File: config.mk
export PLATFORM = sky130hd
export DESIGN_NAME = ppce_front
export DESIGN_NICKNAME = d
export VERILOG_FILES = /design/src/sv/ppce_pkg.sv /design/src/sv/ppce_front.sv
export SDC_FILE = /design/constraint.sdc
export NUM_CORES = 1
export LEC_CHECK = 0
export ABC_AREA = 1
export CORE_ASPECT_RATIO = 0.7
export CORE_UTILIZATION = 43
export CTS_CLUSTER_DIAMETER = 150
export DETAILED_ROUTE_END_ITERATION = 16
export DONT_BUFFER_PORTS = 1
export HOLD_SLACK_MARGIN = 0.12
export SETUP_SLACK_MARGIN = 0.3
export SLEW_MARGIN = 15
export SYNTH_ARGS = -nofsm -noshare
export SYNTH_HDL_FRONTEND = slang
export SYNTH_SLANG_ARGS = --single-unit
File: constraint.sdc
create_clock -name clk -period 12.1 [get_ports clk]
set_input_delay 1.21 -clock clk [delete_from_list [all_inputs] [get_ports clk]]
set_output_delay 1.21 -clock clk [all_outputs]
set_load 0.02 [all_outputs]
File: src/sv/ppce_pkg.sv
// Shared types and constants of the particle pair collision engine.
// Used by every module of the block; depends on nothing.
`default_nettype none

package ppce_pkg;

  // Default parameter values
  localparam int DEF_PARTICLE_COUNT = 4096;
  localparam int DEF_FRAC_BITS      = 16;

  // Field widths fixed by the interface
  localparam int DATA_W = 32;
  localparam int IDX_W  = 12;
  localparam int RAD_W  = 25;
  localparam int RSUM_W = RAD_W + 1;
  localparam int STR_W  = 17;
  localparam int STR_FRAC = 16;

  localparam logic [STR_W-1:0] STRENGTH_RESET = 17'd32768;

  // Depth of the queue between front and back
  localparam int QUEUE_DEPTH = 2;

  // Operation codes on the input channel
  localparam logic [1:0] OP_LOAD    = 2'd0;
  localparam logic [1:0] OP_COLLIDE = 2'd1;
  localparam logic [1:0] OP_READ    = 2'd2;

  // What the back end has to do with a queued item
  typedef enum logic [1:0] {
    K_NOP,
    K_LOAD,
    K_COLLIDE,
    K_READ
  } kind_t;

  // One classified item as it waits in the queue
  typedef struct packed {
    kind_t                    kind;
    logic [IDX_W-1:0]         index_a;
    logic [IDX_W-1:0]         index_b;
    logic signed [DATA_W-1:0] pos_x;
    logic signed [DATA_W-1:0] pos_y;
    logic signed [DATA_W-1:0] vel_x;
    logic signed [DATA_W-1:0] vel_y;
    logic [RAD_W-1:0]         radius;
  } cmd_t;

endpackage

`default_nettype wire

File: src/sv/ppce_front.sv
// Front end: accepts items, classifies them and holds them in a short queue.
// Depends on ppce_pkg.
`default_nettype none

module ppce_front #(
  parameter int PARTICLE_COUNT = ppce_pkg::DEF_PARTICLE_COUNT
) (
  input  wire                                 clk,
  input  wire                                 rst_n,
  input  wire                                 in_valid,
  output logic                                in_ready,
  input  wire  [1:0]                          in_operation,
  input  wire  [ppce_pkg::IDX_W-1:0]          in_index_a,
  input  wire  [ppce_pkg::IDX_W-1:0]          in_index_b,
  input  wire  signed [ppce_pkg::DATA_W-1:0]  in_pos_x,
  input  wire  signed [ppce_pkg::DATA_W-1:0]  in_pos_y,
  input  wire  signed [ppce_pkg::DATA_W-1:0]  in_vel_x,
  input  wire  signed [ppce_pkg::DATA_W-1:0]  in_vel_y,
  input  wire  [ppce_pkg::RAD_W-1:0]          in_radius,
  output logic                                q_valid,
  output ppce_pkg::cmd_t                      q_head,
  input  wire                                 q_pop
);

  localparam int QD  = ppce_pkg::QUEUE_DEPTH;
  localparam int PTW = (QD > 1) ? $clog2(QD) : 1;
  localparam int CTW = $clog2(QD + 1);

  ppce_pkg::cmd_t  q_r [QD];
  logic [PTW-1:0]  wp_r, rp_r;
  logic [CTW-1:0]  cnt_r;
  logic            ok_a, ok_b, push;
  ppce_pkg::kind_t kind;
  ppce_pkg::cmd_t  entry;

  // Slot indices beyond the store turn the item into a no-op.
  assign ok_a = (32'(in_index_a) < PARTICLE_COUNT);
  assign ok_b = (32'(in_index_b) < PARTICLE_COUNT);

  always_comb begin
    kind = ppce_pkg::K_NOP;
    unique case (in_operation)
      ppce_pkg::OP_LOAD: begin
        if (ok_a) kind = ppce_pkg::K_LOAD;
      end
      ppce_pkg::OP_COLLIDE: begin
        if (ok_a && ok_b && (in_index_a != in_index_b)) kind = ppce_pkg::K_COLLIDE;
      end
      ppce_pkg::OP_READ: begin
        if (ok_a) kind = ppce_pkg::K_READ;
      end
      default: kind = ppce_pkg::K_NOP;
    endcase
  end

  always_comb begin
    entry.kind    = kind;
    entry.index_a = in_index_a;
    entry.index_b = in_index_b;
    entry.pos_x   = in_pos_x;
    entry.pos_y   = in_pos_y;
    entry.vel_x   = in_vel_x;
    entry.vel_y   = in_vel_y;
    entry.radius  = in_radius;
  end

  assign in_ready = (cnt_r != CTW'(QD));
  assign q_valid  = (cnt_r != '0);
  assign q_head   = q_r[rp_r];
  assign push     = in_valid && in_ready;

  // Queue pointers and fill count.
  always_ff @(posedge clk) begin
    if (!rst_n) begin
      wp_r  <= '0;
      rp_r  <= '0;
      cnt_r <= '0;
    end else begin
      if (push) wp_r <= (wp_r == PTW'(QD - 1)) ? '0 : wp_r + 1'b1;
      if (q_pop) rp_r <= (rp_r == PTW'(QD - 1)) ? '0 : rp_r + 1'b1;
      if (push && !q_pop) cnt_r <= cnt_r + 1'b1;
      else if (!push && q_pop) cnt_r <= cnt_r - 1'b1;
    end
  end

  // Queue storage.
  always_ff @(posedge clk) begin
    if (push) q_r[wp_r] <= entry;
  end

endmodule

`default_nettype wire

Yosys cells after proc, flatten, opt, wreduce, memory -nomap -nowiden
Memory sizes are Yosys's and may differ from the RTL's. A register that Yosys moved wholly into a read port is not among the register bits.
Index checks and enable logic that the tools add are counted.
{"block": "op_classes", "addsub": 4, "mul": 0, "div": 0, "magnitude_cmp": 0, "n_eq_ne": 4, "shifts": 0, "n_mux": 10, "n_bitwise": 0, "reduce_logical": 8}
{"op": "12-bit != test", "count": 1}
{"op": "1-bit 2-to-1 mux", "count": 6}
{"op": "2-bit 2-to-1 mux", "count": 3}
{"op": "2-bit case mux with 3 select lines", "count": 1}
{"op": "2-bit nonzero test", "count": 2}
{"op": "1-bit logical AND", "count": 3}
{"op": "1-bit adder, second input constant", "count": 2}
{"op": "2-bit by 1-bit adder with 2-bit output, second input constant", "count": 1}
{"op": "2-bit by 1-bit == test with 1-bit output, second input constant", "count": 1}
{"op": "2-bit == test, second input constant", "count": 1}
{"op": "1-bit zero test", "count": 2}
{"op": "2-bit zero test", "count": 1}
{"op": "2-bit != test, second input constant", "count": 1}
{"op": "2-bit by 1-bit subtractor with 2-bit output, second input constant", "count": 1}
{"block": "word_totals", "regBits": 4, "latchBits": 0, "ram_bits": 358, "romBits": 0, "n_memories": 1}
{"name": "q_r", "depth": 2, "word_bits": 179, "rd": 1, "rd_ports_with_merged_regs": 1, "write_ports": 1, "line_no": "ppce_front.sv:29", "source": "ppce_pkg::cmd_t q_r [QD];"}

Depth between registers and ports, before layout
Gate-level depths: netlist (run 1).
{"block": "depth", "depth_word": 6, "mapped_depth": 9, "depth_no_buf": 9}

Worst setup path after synthesis (run 1)
OpenSTA, ideal clock, no wires.
{"block": "synth_path", "path_kind": "input port to flip-flop", "startpoint": "in in_valid", "endpoint": "mem q_r[1][0] in the netlist's numbering (enable)", "setup_time_ns": 0.722, "arrival_ns": 8.751, "required_time_ns": 11.378, "setup_slack_ns": 2.627, "stages": 2, "n_path_buf": 0, "path_cell_list": "nand2_1 nor2_1"}
{"block": "synth_between", "elab_chain_cells": 3}
{"item": "start: declaration", "line_no": "ppce_front.sv:10", "source": "input wire in_valid,"}
{"item": "1-bit logical AND", "line_no": "ppce_front.sv:70", "source": "assign push = in_valid && in_ready;"}
{"item": "1-bit 2-to-1 mux", "line_no": "ppce_front.sv:88", "source": "if (push) q_r[wp_r] <= entry;"}
{"item": "1-bit 2-to-1 mux (not written as such)", "line_no": "ppce_front.sv:88"}
{"item": "end: declaration", "line_no": "ppce_front.sv:29"}
No other way between the ends.

==> results of run 1 <==
[per-layer routing]
| layer | wire, um | track usage (%) | vias to the layer above | share of wire, % |
|---|---|---|---|---|
| met4 | 416 | 4.291 | 0 | 1.6 |
| met1 | 10200 | 18.09 | 2888 | 40 |
| li1 | - | - | 2524 | - |
| met3 | 2857 | 6.766 | 41 | 11 |
| met2 | 12220 | 23.30 | 259 | 48 |
| met5 | 0 | 0 | - | 0 |
[metrics by stage]
step	setup slack (ns)	power (mW)	cell area (um^2)	utilization [%]
after floorplan	2.627	1.846	13770	-
after global placement	8.565	1.864	14190	45.25
after detailed placement	8.461	1.874	14190	45.25
after CTS	8.000	2.886	15250	48.65
after global routing	7.905	2.948	15250	48.65
final	8.060	2.851	15250	48.65
[cell families after synthesis]
kind of cell	after synthesis	synth area share (%)
flops	363	78.80
mux	179	17.36
simple gates	46	1.263
buf+inv	40	1.908
compound gates	7	0.2544
xor+xnor	5	0.3180
fa+ha+maj	1	0.09085
[sequential cells by signal (all words and copies together), names as in the netlist, named ones only]
name / flops
rp_r: 1
q_r: 358
wp_r: 1
cnt_r: 2
[power groups by stage]
stage | logic, mW | clock network (mW) | registers [mW]
5_1_grt | 0.325 | 1.08 | 1.54
3_3_place_gp | 0.307 | 0 | 1.56
2_1_floorplan | 0.272 | 0 | 1.57
4_1_cts | 0.314 | 1.04 | 1.53
6_report | 0.310 | 1.01 | 1.53
3_5_place_dp | 0.314 | 0 | 1.56
[area by class of cell]
cell class              count  area [um^2]  share of cell area [%]
clock buffers              44        952.2                   6.243
clock inverters            17        113.9                  0.7465
inverters                  20        75.07                  0.4922
multi-input cells         238         2671                   17.51
flip-flops and latches    363        10850                   71.17
well taps                 420        525.5                   3.445
repair buffers              8        60.06                  0.3938
[cell usage after synthesis (all sizes together)]
master	number	area, um^2
a21oi	3	15.01
buf	20	187.7
dfxtp	5	100.1
edfxtp	358	10750
ha	1	12.51
inv	20	75.07
mux2	179	2391
nand2	35	131.4
nand3	1	5.000
nor2	10	37.54
o21ai	4	20.02
xnor2	5	43.79
[worst register-to-register path: cells and delay by family, from the launching register on]
| kind | cells | cell delay (ns) |
|---|---|---|
| flip-flops | 1 | 0.30 |
| buffers and inverters | 3 | 1.41 |
| AND/OR/NAND/NOR | 3 | 0.96 |
[worst max path at each step]
stage / start / to
2_1_floorplan: in_valid / q_r[1][0]$_DFFE_PP_
4_1_cts: flop / q_head[21]
3_5_place_dp: in_valid / q_r[0][51]$_DFFE_PP_
6_report: flop / q_head[21]
3_3_place_gp: in_valid / q_r[0][51]$_DFFE_PP_
5_1_grt: flop / q_head[21]
==> out/metrics.cfg, run 1 <==
[clock_tree]
cts-root-buf=clkbuf_16
cts_tree=yes
clk_path_buf_depth=3
htree_levels=2
cts_buffers=35
clock_sinks=363
clkTransAtPathRegs_ns=0.06
cts_setup_buffers=0
ctsResizeCount=0
insertion_delay_ns=0.51
hold_buffers=0

[routing]
firstDrtPassIters=6
finalWirelength_um=25690
drcViolationCount=0
antenna_left=0
drt-vias-per-instance=5.146
vias=5712
drt-initial-drc-count=317
wl_per_cell_um=23.15

[place]
placed_cells=1049
dpl.hpwl_um=17980
port-buffer-count=0
place_congestion=0.7797

[cells_and_area]
final_cell_mix=edfxtp_1 (358), mux2_4 (100), mux2_2 (79), clkbuf_16 (37), nand2_1 (35)
n_antenna_cell=0
nFillCells=2526
num-nets-final=850
drive_gt1_share_pct=34.49
fin_cells=1110
final_common_cell=edfxtp_1
syn_to_final_growth_pct=10.77

[outcome]
status=complete, no violations

[global_routing]
grt_pass1_wl_um=35270
grt_use_total_pct=14.70
grt_pass1_vias=5648
overflow=0
antenna_found_initial=2
grt_max_degree=84

[critical_path]
cpLargestDelayFamily=buffers and inverters
reg2reg_depth=6
path_cells=buf_4 -> mux2_2
r2r-start=cnt_r[0]$_SDFFE_PN0P_
crit_cells=2
critPathKind=flop to primary output
worstPathArrival_ns=2.83
path_buf_inv=1
cp_slowest_cell=buf_4
critical_path_peak_fanout=83
endpoint_kind=primary output
cp.required_ns=10.89
slowest_delay_ns=0.90
r2r-end=q_r[0][51]$_DFFE_PP_
start_kind=flop
reg2reg_slack_ns=9.01

[sta]
fin_tns_setup_ns=0
drv_slew=0
timing_hold_violations_final=0
setup_viol=0
skew_ns=0.01467
period_share_pct=33.39
tightestPinTransition_ns=1.136
timing.slew.headroom_pct=24.23
hold_ws_ns=0.5011
max_freq_mhz=247.5
period_needed_ns=4.040
rsz0062_at_grt=false

[min_path]
min_from=cnt_r[1]$_SDFFE_PN0P_
holdPathEnd=cnt_r[1]$_SDFFE_PN0P_
hold_path.class=flop to flop
whs_path_depth=2

[power]
switching_share_pct=23.36
leakage_nw=5.244
p_int_mw=2.185
power_frac_comb_pct=10.9
clockPowerShare_pct=35.4
p_sw_mw=0.6659
max-vdd-ir-drop_mv=0.1310
seqPwrFrac_pct=53.8
power.density_nw_per_um2=186.9

[synth]
syn_area_per_cell_um2=21.48
ys_seq_elements=363
syn_nets=825
synth_warnings=0
synth_cell_type_count=14
netlist_area_um2=13770
syn_inst=641
ys_seq_area_share_pct=78.80

[die]
die_area_um2=32750
ioPinCount=364
die_w_um=215.9
coreArea_um2=31350
initial_utilization_pct=43.92
rows=54
die_y_um=151.7

[flow_run]
max-cap-violations=0

(Power assumes the default switching activity.)
==> run 2: changes to the inputs <==
--- a/config.mk
+++ b/config.mk
@@ -5,7 +5,7 @@
 export SDC_FILE = /design/constraint.sdc
 export NUM_CORES = 1
 export LEC_CHECK = 0
-export ABC_AREA = 1
+export ABC_AREA = 0
 export CORE_ASPECT_RATIO = 0.7
 export CORE_UTILIZATION = 43
 export CTS_CLUSTER_DIAMETER = 150
==> constraint.sdc (replaced) <==
create_clock -name clk -period 4.2 [get_ports clk]
set_input_delay 0.42 -clock clk [delete_from_list [all_inputs] [get_ports clk]]
set_output_delay 0.42 -clock clk [all_outputs]
set_load 0.02 [all_outputs]
==> run 2 against run 1 <==
  * Design area rose by 12%
  * Largest cell class unchanged
  * Sequential power rose to 2.9 times the previous value
  * Die area fell by 0.50%
  * Non-clock buffer count rose by 183
  * Synthesized cell count fell by 6.4%
  * Clock power rose to 3.0 times the previous value
  * Largest power group unchanged
  * Critical endpoint is now q_head[31]
  * Critical path type unchanged
  * Core utilization rose by 6.3 points
  * Worst hold slack got worse by 0.31 ns
==> out/metrics.cfg, run 2 <==
[outcome]
status=complete, no violations  ; unchanged

[critical_path]
worstPathArrival_ns=2.38  ; was 2.83 ns
r2r-start=cnt_r[0]$_SDFFE_PN0P_  ; unchanged
cp_slowest_cell=dfxtp_4  ; was buf_4
critPathKind=flop to primary output  ; unchanged
r2r-end=q_r[1][52]$_DFFE_PP_  ; was q_r[0][51]$_DFFE_PP_
reg2reg_slack_ns=1.81  ; was 9.01 ns
crit_end=q_head[31]  ; was q_head[21]
critical_path_peak_fanout=66  ; was 83
slowest_delay_ns=1.00  ; was 0.90 ns
reg2reg_depth=3  ; was 6
endpoint_kind=primary output  ; unchanged
path_cells=buf_12 -> mux2_2  ; was buf_4 -> mux2_2
cp.required_ns=3.78  ; was 10.89 ns
start_kind=flop  ; unchanged

[cells_and_area]
largest_register_ff_count=358  ; unchanged
final_common_cell=edfxtp_1  ; unchanged
top_register=q_r  ; unchanged
final_cell_mix=edfxtp_1 (358), dlygate4sd3_1 (182), mux2_4 (100), mux2_2 (79), clkbuf_16 (37)  ; was edfxtp_1 (358), mux2_4 (100), mux2_2 (79), clkbuf_16 (37), nand2_1 (35)
num-nets-final=992  ; was 850
fin_cells=1255  ; was 1110
syn_to_final_growth_pct=25.21  ; was 10.77%
reg.largest.list=q_r (358), cnt_r (2)  ; unchanged
drive_gt1_share_pct=29.02  ; was 34.49%

[place]
place_congestion=0.7697  ; was 0.7797
port-buffer-count=0  ; unchanged
placed_cells=1009  ; was 1049
dpl.hpwl_um=17180  ; was 17980 um

[synth]
yosys.area.top_type=edfxtp_1  ; unchanged
syn_inst=600  ; was 641
async_flop_share_pct=0  ; unchanged
synth.most_common_cell=edfxtp_1  ; unchanged
netlist_area_um2=13700  ; was 13770 um^2
synth_ff_type=edfxtp_1  ; unchanged
syn_area_per_cell_um2=22.83  ; was 21.48 um^2
synth_edf_count=358  ; unchanged
syn_nets=784  ; was 825
netlist_top_cells_area=edfxtp_1 (78%), mux2_4 (11%), mux2_2 (6.5%)  ; unchanged
synth_warnings=0  ; unchanged
yosysTopAreaCellShare_pct=78.47  ; was 78.07%
ys_seq_elements=363  ; unchanged
synth_common_cells=edfxtp_1 (358), mux2_4 (100), mux2_2 (79), buf_6 (14), xor2_1 (14)  ; was edfxtp_1 (358), mux2_4 (100), mux2_2 (79), nand2_1 (35), inv_1 (20)
ys_seq_area_share_pct=79.20  ; was 78.80%
synth_cell_type_count=22  ; was 14

[sta]
period_needed_ns=2.797
period_share_pct=66.60
setup_viol=0  ; unchanged
skew_ns=0.01742  ; was 0.01467 ns
timing_hold_violations_final=0  ; unchanged
timing.slew.headroom_pct=34.44  ; was 24.23%
max_freq_mhz=357.5
drv_slew=0  ; unchanged
tightestPinTransition_ns=0.9834  ; was 1.136 ns
fin_tns_setup_ns=0  ; unchanged
rsz0062_at_grt=false  ; unchanged

[routing]
vias=6242  ; was 5712
drt-vias-per-instance=4.974  ; was 5.146
firstDrtPassIters=4  ; was 6
finalWirelength_um=27420  ; was 25690 um
wl_per_cell_um=21.84  ; was 23.15 um
drt-initial-drc-count=377  ; was 317
drcViolationCount=0  ; unchanged
antenna_left=0  ; unchanged

[die]
initial_utilization_pct=43.89  ; was 43.92%
rows=54  ; unchanged
die_area_um2=32590  ; was 32750 um^2
die_w_um=215.3  ; was 215.9 um
die_y_um=151.3  ; was 151.7 um
ioPinCount=364  ; unchanged
coreArea_um2=31210  ; was 31350 um^2

[clock_tree]
clkTransAtPathRegs_ns=0.06  ; about the same
insertion_delay_ns=0.51  ; about the same
htree_levels=2  ; unchanged
clk_path_buf_depth=3  ; unchanged
cts_tree=yes  ; unchanged
cts-root-buf=clkbuf_16  ; unchanged
clock_sinks=363  ; unchanged
cts_buffers=35  ; unchanged

[global_routing]
antenna_found_initial=1  ; was 2
grt_pass1_vias=6624  ; was 5648
grt_max_degree=96  ; was 84
overflow=0  ; unchanged
grt_use_total_pct=16.09  ; was 14.70%
grt_pass1_wl_um=39600  ; was 35270 um

[power]
leakage_nw=5.930  ; was 5.244 nW
max-vdd-ir-drop_mv=0.4064  ; was 0.1310 mV
power.density_nw_per_um2=517.1  ; was 186.9 nW/um^2

[flow_run]
max-cap-violations=0  ; unchanged

[min_path]
hold_path.class=input port to flop  ; was flop to flop

run 2: where the power goes:
group | total, mW | internal (mW) | switching (mW)
logic | 1.33 | 0.514 | 0.813
registers | 4.51 | 4.40 | 0.115
clock network | 3.03 | 1.75 | 1.28
run 2: cell families after synthesis:
kind of cell               after synthesis  synth area share (%)
and+or+nand+nor                         12                0.5025
buffers and inverters                   24                 1.480
AOI/OAI and AO/OA                        5                0.2466
adders and majority gates                1               0.09132
DFF                                    363                 79.20
muxes                                  179                 17.45
xor gates and xnor gates                16                 1.023
run 2: stage by stage:
| step | worst slack [ns] | util (%) | cell area, um^2 | total power [mW] | hold WS, ns |
|---|---|---|---|---|---|
| CTS | 1.314 | 54.94 | 17150 | 8.953 | 0.1444 |
| global placement | 1.905 | 45.55 | 14220 | 5.721 | 0.4891 |
| global route | 1.260 | 54.95 | 17150 | 9.172 | 0.1800 |
| finish | 1.403 | 54.95 | 17150 | 8.870 | 0.1958 |
| detailed placement | 1.841 | 45.55 | 14220 | 5.757 | 0.5060 |
| floorplan | 0.3309 | - | 13700 | 5.561 | 0.4668 |
run 2: layer usage:
metal | track usage [%] | vias up | share of wire (%)
met1 | 19.50 | 3133 | 40
met3 | 6.988 | 45 | 9.7
met4 | 5.213 | 0 | 2.2
li1 | - | 2807 | -
met5 | 0 | - | 0
met2 | 25.98 | 257 | 48
run 2: worst min path at each step:
stage                          start                     to  slack, ns  cells past startpoint
2_1_floorplan  cnt_r[1]$_SDFFE_PN0P_  cnt_r[1]$_SDFFE_PN0P_       0.47                      2
3_3_place_gp   cnt_r[1]$_SDFFE_PN0P_  cnt_r[1]$_SDFFE_PN0P_       0.49                      2
3_5_place_dp   cnt_r[1]$_SDFFE_PN0P_  cnt_r[1]$_SDFFE_PN0P_       0.51                      2
4_1_cts                     in_valid      wp_r$_SDFFE_PN0N_       0.14                      2
5_1_grt                     in_valid      wp_r$_SDFFE_PN0N_       0.18                      2
6_report                    in_valid      wp_r$_SDFFE_PN0N_       0.20                      2
run 2: area by class of cell:
| class | count | area (um^2) |
|---|---|---|
| Fill cell | 2299 | 14060 |
| Sequential cell | 363 | 10850 |
| Multi-Input combinational cell | 213 | 2651 |
| Timing Repair Buffer | 191 | 1989 |
| Clock buffer | 43 | 958.4 |
| Tap cell | 420 | 525.5 |
| Clock inverter | 20 | 152.6 |
| Inverter | 4 | 18.77 |
| Antenna cell | 1 | 2.502 |
run 2: repair_timing:
item | in CTS | in global routing
gates resized for setup | 0 | 0
setup buffers | 0 | 0
hold buffers | 182 | 0
endpoints found under the hold margin | 359 | 0
run 2: critical path, delay by kind of cell, from the launching register on:
kind | cells | cell delay [ns]
multiplexers | 1 | 0.44
buffers and inverters | 1 | 0.37
flip-flops | 1 | 1.00
==> run 3: changes to the inputs <==
==> constraint.sdc (replaced) <==
create_clock -name clk -period 2.5 [get_ports clk]
set_input_delay 0.25 -clock clk [delete_from_list [all_inputs] [get_ports clk]]
set_output_delay 0.25 -clock clk [all_outputs]
set_load 0.02 [all_outputs]
==> run 3 against run 2 <==
  * Global-route usage is 0.19 points higher
  * Combinational power up 72%
  * Largest power group unchanged
  * Register-to-register slack worse by 1.1 ns
  * Clock-buffer cell count grew 2
  * Critical path depth did not move
  * Critical path type unchanged
==> out/metrics.cfg, run 3 (synthesis results as in run 2) <==
[outcome]
status=complete, no violations  ; unchanged

[cells_and_area]
largest_register_ff_count=358  ; unchanged
num-nets-final=994  ; was 992
top_register=q_r  ; unchanged
nFillCells=2371  ; was 2299
syn_to_final_growth_pct=24.91  ; was 25.21%
reg.largest.list=q_r (358), cnt_r (2)  ; unchanged
final_cell_mix=edfxtp_1 (358), dlygate4sd3_1 (184), mux2_4 (100), mux2_2 (79), clkbuf_16 (37)  ; was edfxtp_1 (358), dlygate4sd3_1 (182), mux2_4 (100), mux2_2 (79), clkbuf_16 (37)
final_common_cell=edfxtp_1  ; unchanged
drive_gt1_share_pct=29.10  ; was 29.02%

[sta]
max_freq_mhz=490.6
fin_tns_setup_ns=0  ; unchanged
skew_ns=0.009931  ; was 0.01742 ns
rsz0062_at_grt=false  ; unchanged
timing.slew.headroom_pct=49.87  ; was 34.44%
hold_ws_ns=0.1729  ; was 0.1958 ns
setup_viol=0  ; unchanged
period_share_pct=81.54
drv_slew=0  ; unchanged
tightestPinTransition_ns=0.7519  ; was 0.9834 ns
period_needed_ns=2.039
timing_hold_violations_final=0  ; unchanged

[critical_path]
crit_cells=2  ; unchanged
crit_end=q_head[16]  ; was q_head[31]
critPathKind=flop to primary output  ; unchanged
cpLargestDelayFamily=multiplexers  ; was flip-flops
path_buf_inv=1  ; unchanged
path_cells=buf_12 -> mux2_2  ; unchanged
critical_path_peak_fanout=67  ; was 66
slowest_delay_ns=0.46  ; was 1.00 ns
worstPathArrival_ns=1.79  ; was 2.38 ns
cp.required_ns=2.25  ; was 3.78 ns
reg2reg_slack_ns=0.69  ; was 1.81 ns
start_kind=flop  ; unchanged
r2r-start=cnt_r[0]$_SDFFE_PN0P_  ; unchanged
endpoint_kind=primary output  ; unchanged
reg2reg_depth=4  ; was 3
r2r-end=q_r[0][8]$_DFFE_PP_  ; was q_r[1][52]$_DFFE_PP_
cp_slowest_cell=mux2_2  ; was dfxtp_4

[clock_tree]
insertion_delay_ns=0.51  ; about the same
cts_buffers=35  ; unchanged
ctsResizeCount=0  ; unchanged
clock_sinks=363  ; unchanged
cts_tree=yes  ; unchanged
clk_path_buf_depth=3  ; unchanged
clkTransAtPathRegs_ns=0.06  ; about the same
hold_buffers=184  ; was 182
htree_levels=2  ; unchanged
cts_setup_buffers=0  ; unchanged
cts-root-buf=clkbuf_16  ; unchanged

[die]
ioPinCount=364  ; unchanged
rows=54  ; unchanged
coreArea_um2=31210  ; unchanged
die_y_um=151.3  ; unchanged
die_w_um=215.3  ; unchanged
initial_utilization_pct=43.89  ; unchanged
die_area_um2=32590  ; unchanged

[global_routing]
grt_use_total_pct=16.28  ; was 16.09%
grt_pass1_vias=6615  ; was 6624
overflow=0  ; unchanged
antenna_found_initial=3  ; was 1
grt_pass1_wl_um=39920  ; was 39600 um
grt_max_degree=102  ; was 96

[power]
power_frac_comb_pct=15.6  ; was 15.0%
power.density_nw_per_um2=857.8  ; was 517.1 nW/um^2
switching_share_pct=25.27  ; was 24.90%
leakage_nw=5.907  ; was 5.930 nW
p_sw_mw=3.709  ; was 2.208 mW
clockPowerShare_pct=33.1  ; was 34.2%
max-vdd-ir-drop_mv=0.5519  ; was 0.4064 mV
seqPwrFrac_pct=51.3  ; was 50.9%
p_int_mw=10.97  ; was 6.661 mW

[routing]
drt-vias-per-instance=4.971  ; was 4.974
drcViolationCount=0  ; unchanged
wl_per_cell_um=21.85  ; was 21.84 um
finalWirelength_um=27520  ; was 27420 um
vias=6259  ; was 6242
drt-initial-drc-count=356  ; was 377
antenna_left=0  ; unchanged
firstDrtPassIters=4  ; unchanged

[place]
port-buffer-count=0  ; unchanged
place_congestion=0.7583  ; was 0.7697
dpl.hpwl_um=17710  ; was 17180 um

[flow_run]
max-cap-violations=0  ; unchanged

[min_path]
hold_path.class=input port to flop  ; unchanged

run 3: layout make-up:
class	count	area, um^2	share of cell area, %
sequential	363	10860	63.44
inverter	4	18.77	0.1097
tap	420	525.5	3.071
antenna	4	10.01	0.05850
clock inverter	17	90.09	0.5265
multi-input combinational	213	2659	15.54
timing repair buffer	193	1997	11.67
clock buffer	45	955.9	5.586
run 3: worst register-to-register path: cells and delay by family (launching register included):
kind                   cells  cell delay, ns
and+or+nand+nor            2            0.37
DFF                        1            0.36
buffers and inverters      2            0.46
run 3: metrics by stage:
step	total power [mW]	instance area, um^2	util [%]	instances	worst slack, ns
6_report	14.68	17110	54.82	1259	0.4615
5_1_grt	15.24	17110	54.81	1258	0.3811
4_1_cts	14.86	17100	54.79	1255	0.4261
3_5_place_dp	9.698	14210	45.53	1009	0.7003
3_3_place_gp	9.626	14210	45.53	1009	0.7566
2_1_floorplan	9.350	13710	-	600	-1.213
run 3: worst min-delay path by stage:
| stage | slack (ns) | cells past startpoint | startpoint | end |
|---|---|---|---|---|
| after floorplan | 0.35 | 0 | in_radius[0] | q_r[0][0]$_DFFE_PP_ |
| after global placement | 0.35 | 0 | in_vel_y[0] | q_r[0][25]$_DFFE_PP_ |
| after detailed placement | 0.35 | 0 | in_vel_y[13] | q_r[1][38]$_DFFE_PP_ |
| after CTS | 0.13 | 4 | q_pop | cnt_r[0]$_SDFFE_PN0P_ |
| after global routing | 0.18 | 4 | q_pop | cnt_r[1]$_SDFFE_PN0P_ |
| final | 0.17 | 4 | q_pop | cnt_r[0]$_SDFFE_PN0P_ |
run 3: layer usage:
layer | global-route usage, % | up-vias | share of wire, %
li1 | - | 2805 | -
met1 | 20.38 | 3146 | 41
met2 | 25.97 | 262 | 48
met3 | 6.606 | 46 | 9.4
met4 | 5.106 | 0 | 2.1
met5 | 0 | - | 0
run 3: power by group through the flow:
stage                     Combinational [mW]  Sequential (mW)  Clock, mW
after CTS                               2.32             7.54       5.00
after floorplan                         1.68             7.67          0
after detailed placement                2.03             7.67          0
after global routing                    2.41             7.58       5.26
final                                   2.29             7.54       4.85
after global placement                  2.00             7.63          0
